===== config.mk =====
export PLATFORM = sky130hd
export DESIGN_NAME = lru_page_replacement
export DESIGN_NICKNAME = d
export VERILOG_FILES = /design/src/hw/rtl/lru_pr_pkg.sv /design/src/hw/rtl/lru_pr_cell.sv /design/src/hw/rtl/lru_page_replacement.sv
export VERILOG_INCLUDE_DIRS = /design/src /design/src/hw/rtl
export SDC_FILE = /design/constraint.sdc
export NUM_CORES = 1
export LEC_CHECK = 0
export ABC_AREA = 1
export BUFFER_PORTS_ARGS = -buffer_cell sky130_fd_sc_hd__buf_4
export CORE_UTILIZATION = 50
export CTS_CLUSTER_DIAMETER = 60
export CTS_CLUSTER_SIZE = 25
export DETAILED_ROUTE_END_ITERATION = 12
export GPL_TIMING_DRIVEN = 1
export PLACE_DENSITY_LB_ADDON = 0.15
export SLEW_MARGIN = 10
export SYNTH_ARGS = -nofsm -noshare
export SYNTH_HDL_FRONTEND = slang
export SYNTH_SLANG_ARGS = --single-unit

===== constraint.sdc =====
create_clock -name clock -period 4.05 [get_ports clock]
set_input_delay 0.2025 -clock clock [delete_from_list [all_inputs] [get_ports clock]]
set_output_delay 0.2025 -clock clock [all_outputs]
set_load 0.02 [all_outputs]

===== src/hw/rtl/lru_page_replacement_assert.svh =====
// ----------------------------------------------------------------------------
// LRU page replacement assertion macros
// Shorthand for the concurrent checks of the page replacement block.
// ----------------------------------------------------------------------------
`ifndef LRU_PAGE_REPLACEMENT_ASSERT_SVH
`define LRU_PAGE_REPLACEMENT_ASSERT_SVH

`ifndef SYNTHESIS
// Consequent must hold in the same cycle as the antecedent.
`define LRU_ASSERT_SAME(label, clk, rst, ante, cons) \
   label: assert property (@(posedge clk) disable iff (rst) (ante) |-> (cons)) \
      else $error("lru_page_replacement check failed");
// Consequent must hold in the cycle after the antecedent.
`define LRU_ASSERT_NEXT(label, clk, rst, ante, cons) \
   label: assert property (@(posedge clk) disable iff (rst) (ante) |=> (cons)) \
      else $error("lru_page_replacement check failed");
`else
`define LRU_ASSERT_SAME(label, clk, rst, ante, cons)
`define LRU_ASSERT_NEXT(label, clk, rst, ante, cons)
`endif

`endif


===== src/hw/rtl/lru_pr_pkg.sv =====
// ----------------------------------------------------------------------------
// LRU page replacement package
// Sizes, reset values and the control bundle handed to each list cell.
// ----------------------------------------------------------------------------
`default_nettype none

package lru_pr_pkg;

   localparam int MaxSlots   = 8;
   localparam int PageCount  = 256;
   localparam int PageWidth  = 8;
   localparam int CountWidth = $clog2(MaxSlots + 1);
   localparam int FaultWidth = 16;
   localparam int SlotsWidth = 4;

   localparam logic [SlotsWidth-1:0] ActiveSlotsReset = 4'd8;
   localparam logic [FaultWidth-1:0] FaultMax         = 16'hFFFF;

   typedef logic [PageWidth-1:0]  page_type;
   typedef logic [CountWidth-1:0] count_type;

   typedef struct packed {
      logic valid;     // entry holds a resident page
      logic evict;     // replacement: every cell below the target shifts
      logic load;      // this cell takes the requested page
      logic shift_en;  // this cell lies below the target and a request is taken
   } cell_ctrl_type;

endpackage

`default_nettype wire


===== src/hw/rtl/lru_pr_cell.sv =====
// ----------------------------------------------------------------------------
// LRU list cell
// Holds one entry of the recency list, compares it with the request and
// passes the match chain upward; takes its upper neighbor's entry on a shift.
// ----------------------------------------------------------------------------
`default_nettype none

module lru_pr_cell (
   input  wire logic                  clock,
   input  wire lru_pr_pkg::page_type  page,
   input  wire lru_pr_pkg::page_type  upper_entry,
   input  wire lru_pr_pkg::cell_ctrl_type ctrl,
   input  wire logic                  chain_in,
   output logic                       chain_out,
   output lru_pr_pkg::page_type       entry
);

   lru_pr_pkg::page_type entry_ff;
   lru_pr_pkg::page_type entry_in;
   logic                 shift;

   // A hit at or below this cell means everything from the hit upward moves down.
   assign chain_out = chain_in | (ctrl.valid & (entry_ff == page));
   assign shift     = chain_out | ctrl.evict;

   always_comb begin
      entry_in = entry_ff;
      if (ctrl.load) begin
         entry_in = page;
      end else if (ctrl.shift_en && shift) begin
         entry_in = upper_entry;
      end
   end

   always_ff @(posedge clock) begin
      entry_ff <= entry_in;
   end

   assign entry = entry_ff;

endmodule

`default_nettype wire


===== src/hw/rtl/lru_page_replacement.sv =====
// ----------------------------------------------------------------------------
// LRU page replacement
// Recency-ordered page list with replacement fault counter.
// ----------------------------------------------------------------------------
// Usage:
//   Request channel (req_valid, req_stall, req_page_number) carries one page
//   request. Each request produces exactly one response on the rsp_ channel:
//   hit flag, evicted page (valid flag and number) and the running count of
//   replacement faults after this request.
//   The list is a row of cells, one per frame; all cells compare the request
//   in parallel and shift together, so a request is taken every cycle while req_stall is low
//   and its response appears in the output register in the cycle after acceptance.
//   req_stall rises only while a response is held and rsp_stall is high; the
//   held response stays unchanged until taken.
//   The csr_ channel writes the number of frames in use (0 acts as 1, values
//   above the capacity act as the capacity); write it only while idle.
//   Reset empties the list, clears the fault count and sets eight frames.
// ----------------------------------------------------------------------------
`default_nettype none

`include "lru_page_replacement_assert.svh"

module lru_page_replacement (
   input  wire logic                                clock,
   input  wire logic                                reset,
   input  wire logic                                req_valid,
   output logic                                     req_stall,
   input  wire logic [lru_pr_pkg::PageWidth-1:0]    req_page_number,
   output logic                                     rsp_valid,
   input  wire logic                                rsp_stall,
   output logic                                     rsp_hit,
   output logic                                     rsp_evicted_valid,
   output logic [lru_pr_pkg::PageWidth-1:0]         rsp_evicted_page,
   output logic [lru_pr_pkg::FaultWidth-1:0]        rsp_fault_total,
   input  wire logic                                csr_valid,
   output logic                                     csr_ready,
   input  wire logic [lru_pr_pkg::SlotsWidth-1:0]   csr_active_slots
);

   localparam int N = lru_pr_pkg::MaxSlots;

   logic [lru_pr_pkg::SlotsWidth-1:0] active_ff;
   lru_pr_pkg::count_type             occ_ff;
   lru_pr_pkg::count_type             occ_in;
   logic [lru_pr_pkg::FaultWidth-1:0] fault_ff;
   logic [lru_pr_pkg::FaultWidth-1:0] fault_in;

   logic                              rsp_valid_ff;
   logic                              hit_ff;
   logic                              evict_ff;
   lru_pr_pkg::page_type              evict_page_ff;

   lru_pr_pkg::count_type             limit;
   lru_pr_pkg::count_type             target;
   logic                              req_fire;
   logic                              hit;
   logic                              full;
   logic                              evict;

   lru_pr_pkg::page_type              entries [N];
   lru_pr_pkg::page_type              uppers  [N];
   logic [N:0]                        chain;
   lru_pr_pkg::cell_ctrl_type         ctrls   [N];

   assign req_fire  = req_valid & ~req_stall;
   assign req_stall = rsp_valid_ff & rsp_stall;
   assign csr_ready = 1'b1;

   always_comb begin
      if (active_ff == '0) begin
         limit = lru_pr_pkg::count_type'(1);
      end else if (32'(active_ff) > 32'(N)) begin
         limit = lru_pr_pkg::count_type'(N);
      end else begin
         limit = lru_pr_pkg::count_type'(active_ff);
      end
   end

   assign chain[0] = 1'b0;
   assign hit      = chain[N];
   assign full     = occ_ff >= limit;
   assign evict    = ~hit & full;
   // Append goes to the first free slot; hit and replacement end at the top.
   assign target   = (~hit & ~full) ? occ_ff : occ_ff - lru_pr_pkg::count_type'(1);

   for (genvar i = 0; i < N; i++) begin : g_cell
      always_comb begin
         ctrls[i].valid    = lru_pr_pkg::count_type'(i) < occ_ff;
         ctrls[i].evict    = evict;
         ctrls[i].load     = req_fire & (lru_pr_pkg::count_type'(i) == target);
         ctrls[i].shift_en = req_fire & (lru_pr_pkg::count_type'(i) < target);
      end

      if (i == N - 1) begin : g_top
         assign uppers[i] = req_page_number;
      end else begin : g_mid
         assign uppers[i] = entries[i+1];
      end

      lru_pr_cell u_cell (
         .clock       (clock),
         .page        (req_page_number),
         .upper_entry (uppers[i]),
         .ctrl        (ctrls[i]),
         .chain_in    (chain[i]),
         .chain_out   (chain[i+1]),
         .entry       (entries[i])
      );
   end

   always_comb begin
      occ_in   = occ_ff;
      fault_in = fault_ff;
      if (req_fire) begin
         if (~hit & ~full) begin
            occ_in = occ_ff + lru_pr_pkg::count_type'(1);
         end
         if (evict && fault_ff != lru_pr_pkg::FaultMax) begin
            fault_in = fault_ff + lru_pr_pkg::FaultWidth'(1);
         end
      end
   end

   always_ff @(posedge clock) begin
      if (reset) begin
         active_ff    <= lru_pr_pkg::ActiveSlotsReset;
         occ_ff       <= '0;
         fault_ff     <= '0;
         rsp_valid_ff <= 1'b0;
      end else begin
         if (csr_valid && csr_ready) begin
            active_ff <= csr_active_slots;
         end
         occ_ff   <= occ_in;
         fault_ff <= fault_in;
         if (req_fire) begin
            rsp_valid_ff <= 1'b1;
         end else if (!rsp_stall) begin
            rsp_valid_ff <= 1'b0;
         end
      end
   end

   always_ff @(posedge clock) begin
      if (req_fire) begin
         hit_ff        <= hit;
         evict_ff      <= evict;
         evict_page_ff <= evict ? entries[0] : '0;
      end
   end

   assign rsp_valid         = rsp_valid_ff;
   assign rsp_hit           = hit_ff;
   assign rsp_evicted_valid = evict_ff;
   assign rsp_evicted_page  = evict_page_ff;
   assign rsp_fault_total   = fault_ff;

   `LRU_ASSERT_SAME(a_occ_bound, clock, reset, 1'b1, 32'(occ_ff) <= 32'(N))
   `LRU_ASSERT_SAME(a_hit_no_evict, clock, reset, rsp_valid_ff, !(hit_ff && evict_ff))
   `LRU_ASSERT_NEXT(a_fault_step, clock, reset, req_fire && evict && fault_ff != lru_pr_pkg::FaultMax, fault_ff == $past(fault_ff) + lru_pr_pkg::FaultWidth'(1))
   `LRU_ASSERT_NEXT(a_occ_hold, clock, reset, req_fire && (hit || full), $stable(occ_ff))

endmodule

`default_nettype wire


After elaboration in Yosys (flattened, before gate mapping)
Index checks and enable logic that the tools add are counted.
{"block": "word_totals", "reg_bits": 99, "latch_bits": 0, "mem_bits_rw": 0, "romBits": 0, "word_cells": 141, "n_memories": 0}
{"block": "op_classes", "n_addsub": 3, "multipliers": 0, "div": 0, "magnitude_cmp": 18, "eq_ne": 17, "shift": 0, "muxes": 21, "n_bitwise": 46, "reduce_logical": 21}
{"cell": "$mux 8", "n": 16}
{"cell": "$eq 8x8->1", "n": 8}
{"cell": "$lt 3x4->1 const A", "n": 8}
{"cell": "$and 1x1->1", "n": 28}
{"cell": "$add 16x1->16 const B", "n": 1}
{"cell": "$eq 3x4->1 const A", "n": 4}
{"cell": "$lt 1x4->1 const A", "n": 4}
{"cell": "$lt 2x4->1 const A", "n": 4}
{"cell": "$ne 16x16->1 const B", "n": 1}
{"cell": "$reduce_bool 2->1", "n": 8}
{"cell": "$or 1x1->1", "n": 15}
{"cell": "$mux 4", "n": 3}
{"cell": "$logic_and 1x1->1", "n": 9}
{"cell": "$eq 2x4->1 const A", "n": 2}
{"cell": "$logic_not 4->1", "n": 2}
{"cell": "$add 4x1->4 const B", "n": 1}
{"cell": "$eq 1x4->1 const A", "n": 1}
{"cell": "$ge 4x4->1", "n": 1}
{"cell": "$gt 4x4->1 const B", "n": 1}
{"cell": "$reduce_and 2->1", "n": 2}
{"cell": "$sub 4x1->4 const B", "n": 1}
{"cell": "$not 1->1", "n": 3}
{"cell": "$mux 1", "n": 2}
{"cell": "$ne 2x1->1 const B", "n": 1}

Logic depth before layout (Yosys ltp)
Gate-level depths: netlist of run 1.
{"block": "depth", "ltp_word": 17, "ltp_mapped": 20, "depth_no_buf": 20}

Modules after synthesis
Synthesis of run 1 repeated with hierarchy kept, for this count alone.
{"block": "unflattened", "hier_cells": 858, "hier_area_um2": 6102.1}
{"module": "lru_pr_cell", "instances": 8, "cells_each": 70, "area_each_um2": 500.5, "seq_area_each_um2": 240.2}
{"module": "lru_page_replacement", "instances": 1, "cells_each": 298, "area_each_um2": 2098.3, "seq_area_each_um2": 800.8}

Worst setup path after synthesis of run 1
No wires, ideal clock.
{"block": "synth_timing", "path_type": "register to register", "from": "reg active_ff[1] (netlist name)", "to": "reg g_cell[4].u_cell.entry_ff[0], enable pin", "arrival_time_ps": 3053, "t_required_ps": 3666, "setup_slack_ps": 613, "path_stages_with_launch": 16, "path_buffers": 0, "path_cell_list": "dfxtp_1 or2_2 o21ai_0 nand2_1 ha_1 inv_1 nor2_1 o21ai_0 nand2_1 a31oi_1 nand4_4 nand2_1 nand2_2 nand2_2 nand2_1 o21ai_0"}
{"block": "synth_via", "elab_chain_len": 11, "word_cells_on_any_way": 16}
{"element": "start, declared", "line_no": "lru_page_replacement.sv:42", "source": "logic [lru_pr_pkg::SlotsWidth-1:0] active_ff;"}
{"element": "start signal, assigned", "line_no": "lru_page_replacement.sv:126", "source": "active_ff <= lru_pr_pkg::ActiveSlotsReset;"}
{"element": "start signal, assigned", "line_no": "lru_page_replacement.sv:132", "source": "active_ff <= csr_active_slots;"}
{"element": "$gt 4x4->1", "line_no": "lru_page_replacement.sv:72", "source": "end else if (32'(active_ff) > 32'(N)) begin"}
{"element": "$mux 4", "line_no": "lru_page_replacement.sv:72"}
{"element": "$mux 4 (*)", "line_no": "lru_page_replacement.sv:70", "source": "if (active_ff == '0) begin"}
{"element": "$ge 4x4->1 (*)", "line_no": "lru_page_replacement.sv:81", "source": "assign full = occ_ff >= limit;"}
{"element": "$not 1->1", "line_no": "lru_page_replacement.sv:84", "source": "assign target = (~hit & ~full) ? occ_ff : occ_ff - lru_pr_pkg::count_type'(1);"}
{"element": "$and 1x1->1", "line_no": "lru_page_replacement.sv:84"}
{"element": "$mux 4", "line_no": "lru_page_replacement.sv:84"}
{"element": "$lt 3x4->1", "line_no": "lru_page_replacement.sv:91", "source": "ctrls[i].shift_en = req_fire & (lru_pr_pkg::count_type'(i) < target);"}
{"element": "$and 1x1->1", "line_no": "lru_page_replacement.sv:91"}
{"element": "$logic_and 1x1->1", "line_no": "lru_pr_cell.sv:30", "source": "end else if (ctrl.shift_en && shift) begin"}
{"element": "$reduce_bool 2->1 (no line) (*)"}
{"element": "end signal, assigned", "line_no": "lru_pr_cell.sv:36", "source": "entry_ff <= entry_in;"}
{"element": "end, declared", "line_no": "lru_pr_cell.sv:18", "source": "lru_pr_pkg::page_type entry_ff;"}
Mark *: on every way between the ends. The rest lies on a longest branch, timed or not.
A chain may end at the register's enable or synchronous reset.

Worst setup path in the final report of run 1
{"block": "layout_timing", "from": "reg active_ff[1] (netlist name)", "to": "reg g_cell[4].u_cell.entry_ff[3], enable pin"}
The elaborated chain is that of the path after synthesis.

==> results of run 1 <==
==> critical path: stages, from the launching register on <==
cell     delay [ns]
dfxtp_1        0.32
or2_2          0.30
o21ai_0        0.15
nand2_1        0.08
ha_1           0.29
inv_1          0.06
nor2_1         0.03
o21ai_0        0.14
nand2_1        0.06
a31oi_1        0.14
buf_4          0.18
nand4_4        0.20
nand2_1        0.16
nand2_2        0.09
nand2_2        0.14
nand2_1        0.11
o21ai_0        0.83
==> metrics by stage <==
| step | hold slack (ns) | utilization | std cells | power [mW] | instance area (um2) |
|---|---|---|---|---|---|
| after detailed placement | 0.441 | 0.556 | 969 | 1.91 | 6430 |
| final | 0.0676 | 0.580 | 985 | 2.72 | 6710 |
| after global placement | 0.431 | 0.556 | 969 | 1.90 | 6430 |
| after CTS | 0.0537 | 0.580 | 985 | 2.73 | 6710 |
| after floorplan | 0.279 | - | 797 | 1.74 | 6020 |
| after global routing | 0.0833 | 0.580 | 985 | 2.85 | 6710 |
==> state kept, by name (all words and copies together), names as in the netlist <==
name and count:
active_ff 4, rsp_valid 1, rsp_evicted_page 8, g_cell.u_cell.entry 64, rsp_fault_total 16, rsp_hit 1, occ_ff 4, rsp_evicted_valid 1
==> layer usage <==
layer	up-vias	GRT usage
met5	-	0
met4	0	0.124
met3	29	0.0408
met2	200	0.415
met1	2446	0.334
li1	2625	-
==> worst paths after layout <==
kind / slack, ns / cells after the start / startpoint / to
worst min register to register: 0.49 / 2 / rsp_valid$_SDFFE_PP0P_ / rsp_valid$_SDFFE_PP0P_
worst max-delay path: 0.40 / 16 / active_ff[1]$_SDFFE_PP0P_ / g_cell[4].u_cell.entry[3]$_DFFE_PP_
worst min-delay path: 0.07 / 3 / csr_active_slots[3] / active_ff[3]$_SDFFE_PP1P_
worst max register to register: 0.40 / 16 / active_ff[1]$_SDFFE_PP0P_ / g_cell[4].u_cell.entry[3]$_DFFE_PP_
==> cells in the mapped netlist, drive strengths merged (13+ instances only) <==
cell type / count / area share
a21oi: 25 / 0.021
buf: 18 / 0.023
dfxtp: 25 / 0.083
edfxtp: 74 / 0.37
inv: 93 / 0.058
nand2: 322 / 0.21
nand3: 54 / 0.045
nor2: 73 / 0.057
nor3: 13 / 0.013
o21ai: 31 / 0.028
xnor2: 14 / 0.020
xor2: 16 / 0.023
==> cell families after synthesis <==
| family | Yosys count |
|---|---|
| simple gates | 480 |
| buf+inv | 115 |
| flops | 99 |
| compound gates | 64 |
| xor+xnor | 30 |
| fa+ha+maj | 8 |
| other cells | 1 |
==> cell type report <==
class                   instances  area share
flip-flops and latches         99       0.406
clock inverters                 6     0.00578
repair buffers                 50      0.0560
multi-input cells             583       0.417
clock buffers                  10      0.0356
inverters                      94      0.0526
well taps                     143      0.0267
==> power by group through the flow <==
stage / Sequential (mW) / Clock, mW / Combinational, mW
after CTS: 1.28 / 0.829 / 0.619
after global routing: 1.29 / 0.863 / 0.700
final: 1.28 / 0.817 / 0.623
after floorplan: 1.30 / 0 / 0.446
after global placement: 1.30 / 0 / 0.606
after detailed placement: 1.30 / 0 / 0.616
==> results_dict.tcl, run 1 <==
set metrics [dict create \
    outcome "complete, but fails checks" \
    violations "design-rule violations" \
    ant_nets 0 \
    crit_path_max_fanout 10 \
    initial_core_util 0.521 \
    end_kind "flop" \
    dp_slack_ns 0.413 \
    yosys.area_share.adder 0.0166 \
    synthCells 797 \
    synth-simple-area-share 0.346 \
    critPathLaunchType "flop" \
    clockBufferDepth 2 \
    max_freq_mhz 274 \
    rsz0062_at_grt "false" \
    synth_mux_area_frac 0 \
    antenna_found_initial 0 \
    layout_commonest_cell "nand2_1" \
    cts_buffers 9 \
    syn_to_final_growth_pct 11.4 \
    ff_latch_area_mm2 0.00272 \
    hold_class "in2reg" \
    worst_slack_ns 0.399 \
    p_leak_nw 3.08 \
    synthFlopType "edfxtp_1" \
    synth_top_family_by_area "simple AND/OR/NAND/NOR gates" \
    synth_area_mm2 0.00602 \
    wl_per_cell_um 15.5 \
    place_hpwl_mm 11.1 \
    ys_warn_count 0 \
    fin_skew_ns 0.00559 \
    diodes 0 \
    die_h_um 112 \
    ctsResizeCount 0 \
    track_usage 0.256 \
    wl_met1_mm 6.75 \
    synth_xor_area_frac 0.0436 \
    core.rowCount 39 \
    cts.reportedPaths.clkPinSlew_ns 0.07 \
    final_cell_mix "nand2_1, inv_1, edfxtp_1" \
    p_sw_mw 0.877 \
    drt-initial-drc-count 408 \
    min_period_ns 3.65 \
    synth-seq-cells 99 \
    gp_congestion 0.889 \
    clk_latency_ns 0.36 \
    cts_setup_buffers 0 \
    power_frac_seq 0.470 \
    grt_max_degree 20 \
    slew_viol_final 0 \
    io_buffers 44 \
    fin_nets 862 \
    route.met3.wl_um 996 \
    yosysSeqAreaShare 0.452 \
    dr_total_vias 5300 \
    netSwitchingFraction 0.323 \
    required_ns 4.03 \
    drive_above_1_share 0.127 \
    p_comb_frac 0.229 \
    criticalPathCategory "reg2reg" \
    clock-root-buffer "clkbuf_16" \
    synth-async-reset-ratio 0 \
    power.density_mw_per_mm2 405 \
    setup_viol 0 \
    syn-num-nets 822 \
    met2_length_mm 7.10 \
    synth-edff-count 74 \
    hold_viol_final 0 \
    relSlewSlack 0.210 \
    fin_tns_setup_ns 0 \
    via_per_inst 5.38 \
    drc 4 \
    cts.sinks 99 \
    routed_wl_mm 15.3 \
    multi_input_area_mm2 0.00280 \
    synth_compound_gate_area_share 0.0576 \
    die_area_mm2 0.0125 \
    pwr-share-clk 0.301 \
    arrival_ns 3.63 \
    ctsHoldBuffers 0 \
    die_w_um 112 \
    firstDrtPassIters 12 \
    avgSynthCellArea_um2 7.56 \
    top_level_ports 46 \
    fill_cells 1028 \
    gr-total-overflow 0 \
    grt_pass1_wl_mm 24.7 \
    ys_types 38 \
    top_layer_used "met4" \
    ir_drop_mv 0.237 \
    grt_pass1_vias 5036 \
    internal_power_mw 1.84 \
    drv_cap 0 \
    fin_crit_sh 0.901 \
    worstMarginPinSlew_ns 1.17 \
    cts_tree "yes" \
    htree_levels 3 \
    coreArea_mm2 0.0116 \
]
Note: power is estimated with default switching activity, not from simulation.
==> inputs of run 2 (changes only) <==
Settings changed: PLACE_DENSITY set to 0.68, PLACE_DENSITY_LB_ADDON 0.15 to unset.
Clock period 4.05 ns to 4.7 ns, I/O delays scaled along.
==> results_dict.tcl, run 2 (same netlist as run 1, synthesis figures left out) <==
set metrics [dict create \
    power.density_mw_per_mm2 357 \
    place_inst 966 \
    fin_crit_sh 0.783 \
    coreArea_mm2 0.0116 \
    critPathLaunchType "flop" \
    syn_to_final_growth_pct 11.5 \
    cts.reportedPaths.clkPinSlew_ns 0.07 \
    fin_skew_ns 0.00851 \
    layout_commonest_cell "nand2_1" \
    cts_buffers 9 \
    fill_cells 1054 \
    via_per_inst 5.39 \
    slew_viol_final 0 \
    die_area_mm2 0.0125 \
    hold_viol_final 0 \
    cp_slowest_cell "o21ai_0" \
    die_h_um 112 \
    clock-root-buffer "clkbuf_16" \
    end_kind "flop" \
    outcome "complete, but fails checks" \
    ir_drop_mv 0.210 \
    core.rowCount 39 \
    drt-initial-drc-count 380 \
    setup_viol 0 \
    p_sw_mw 0.751 \
    drc 2 \
    grt_pass1_wl_mm 25.3 \
    worstMarginPinSlew_ns 1.05 \
    firstDrtPassIters 9 \
    cts_setup_buffers 0 \
    htree_levels 3 \
    arrival_ns 3.65 \
    initial_core_util 0.521 \
    path_cells "or2_2, o21ai_0, nand2_1, ha_1, inv_1, nor2_1, o21ai_0, nand2_1, a31oi_1, buf_4, nand4_4, nand2_1, nand2_2, nand2_2, nand3_1, o21ai_0" \
    power_frac_seq 0.460 \
    rsz0062_at_grt "false" \
    diodes 0 \
    gp_congestion 0.893 \
    clockBufferDepth 2 \
    crit_path_max_fanout 10 \
    netSwitchingFraction 0.314 \
    gr-total-overflow 0 \
    top_level_ports 46 \
    ant_nets 0 \
    fin_nets 859 \
    internal_power_mw 1.64 \
    path_buf_inv 2 \
    ctsResizeCount 0 \
    ctsHoldBuffers 0 \
    violations "design-rule violations" \
    antenna_found_initial 0 \
    crit_family "compound AO/OA/AOI/OAI gates" \
    p_comb_frac 0.226 \
    p_leak_nw 3.08 \
    grt_max_degree 20 \
    hold_class "in2reg" \
    min_period_ns 3.68 \
    drive_above_1_share 0.124 \
    final_cells 982 \
    criticalPathCategory "reg2reg" \
    fin_tns_setup_ns 0 \
    die_w_um 112 \
    largest_reg_flops 64 \
    grt_pass1_vias 5178 \
    dr_total_vias 5294 \
    max_freq_mhz 272 \
    drv_cap 0 \
    routed_wl_mm 15.5 \
    final_cell_mix "nand2_1, inv_1, edfxtp_1" \
    relSlewSlack 0.289 \
    track_usage 0.262 \
    cts.sinks 99 \
    pwr-share-clk 0.314 \
    place_hpwl_mm 11.4 \
    required_ns 4.67 \
    clk_latency_ns 0.36 \
    io_buffers 44 \
    cpPeakStageDelay_ns 0.84 \
    wl_per_cell_um 15.8 \
    cts_tree "yes" \
]
run 2: cell types whose count changed in the layout (fill, tap and decap cells not counted), sizes merged:
cell    before  now
buf         50   47
clkbuf      10   13
clkinv       5    3
inv         95   94
run 2: worst paths after layout:
check / start / end / slack [ns] / cells after the start
worst min-delay path: csr_valid / active_ff[3]$_SDFFE_PP1P_ / 0.11 / 2
worst min register to register: rsp_valid$_SDFFE_PP0P_ / rsp_valid$_SDFFE_PP0P_ / 0.49 / 2
worst max-delay path: active_ff[1]$_SDFFE_PP0P_ / g_cell[5].u_cell.entry[2]$_DFFE_PP_ / 1.02 / 16
worst max register to register: active_ff[1]$_SDFFE_PP0P_ / g_cell[5].u_cell.entry[2]$_DFFE_PP_ / 1.02 / 16
run 2: layer usage:
| layer | routed length (um) | global-route usage |
|---|---|---|
| met3 | 1030 | 0.0637 |
| met1 | 6740 | 0.330 |
| met4 | 345 | 0.0928 |
| met5 | 0 | 0 |
| met2 | 7410 | 0.438 |
run 2: worst reg2reg max path, delay by kind of cell, from the launching register on:
| family | cells | cell delay, ns |
|---|---|---|
| buffers and inverters | 2 | 0.23 |
| AOI/OAI and AO/OA | 4 | 1.26 |
| DFF | 1 | 0.32 |
| and+or+nand+nor | 9 | 1.20 |
| adders and majority gates | 1 | 0.29 |
run 2: layout make-up:
| cell class | instances | area (um2) | area share |
|---|---|---|---|
| clock buffers | 13 | 292 | 0.0434 |
| clock inverters | 3 | 16.3 | 0.00242 |
| inverters | 94 | 353 | 0.0526 |
| multi-input cells | 583 | 2800 | 0.417 |
| flip-flops and latches | 99 | 2720 | 0.406 |
| well taps | 143 | 179 | 0.0266 |
| repair buffers | 47 | 353 | 0.0526 |
run 2: through the flow:
stage	worst slack, ns	utilization	hold slack [ns]	cell area, um2	total power, mW
floorplan	1.26	-	0.311	6020	1.50
global placement	1.06	0.554	0.462	6410	1.64
detailed placement	0.998	0.554	0.477	6410	1.65
CTS	0.987	0.581	0.0944	6710	2.40
global route	0.633	0.581	0.110	6710	2.50
finish	1.02	0.581	0.107	6710	2.39
run 2: power by group through the flow:
stage,clock network [mW],registers [mW],logic (mW)
after detailed placement,0,1.12,0.531
after floorplan,0,1.12,0.384
after global routing,0.794,1.11,0.601
final,0.752,1.10,0.540
after global placement,0,1.12,0.525
after CTS,0.769,1.10,0.533
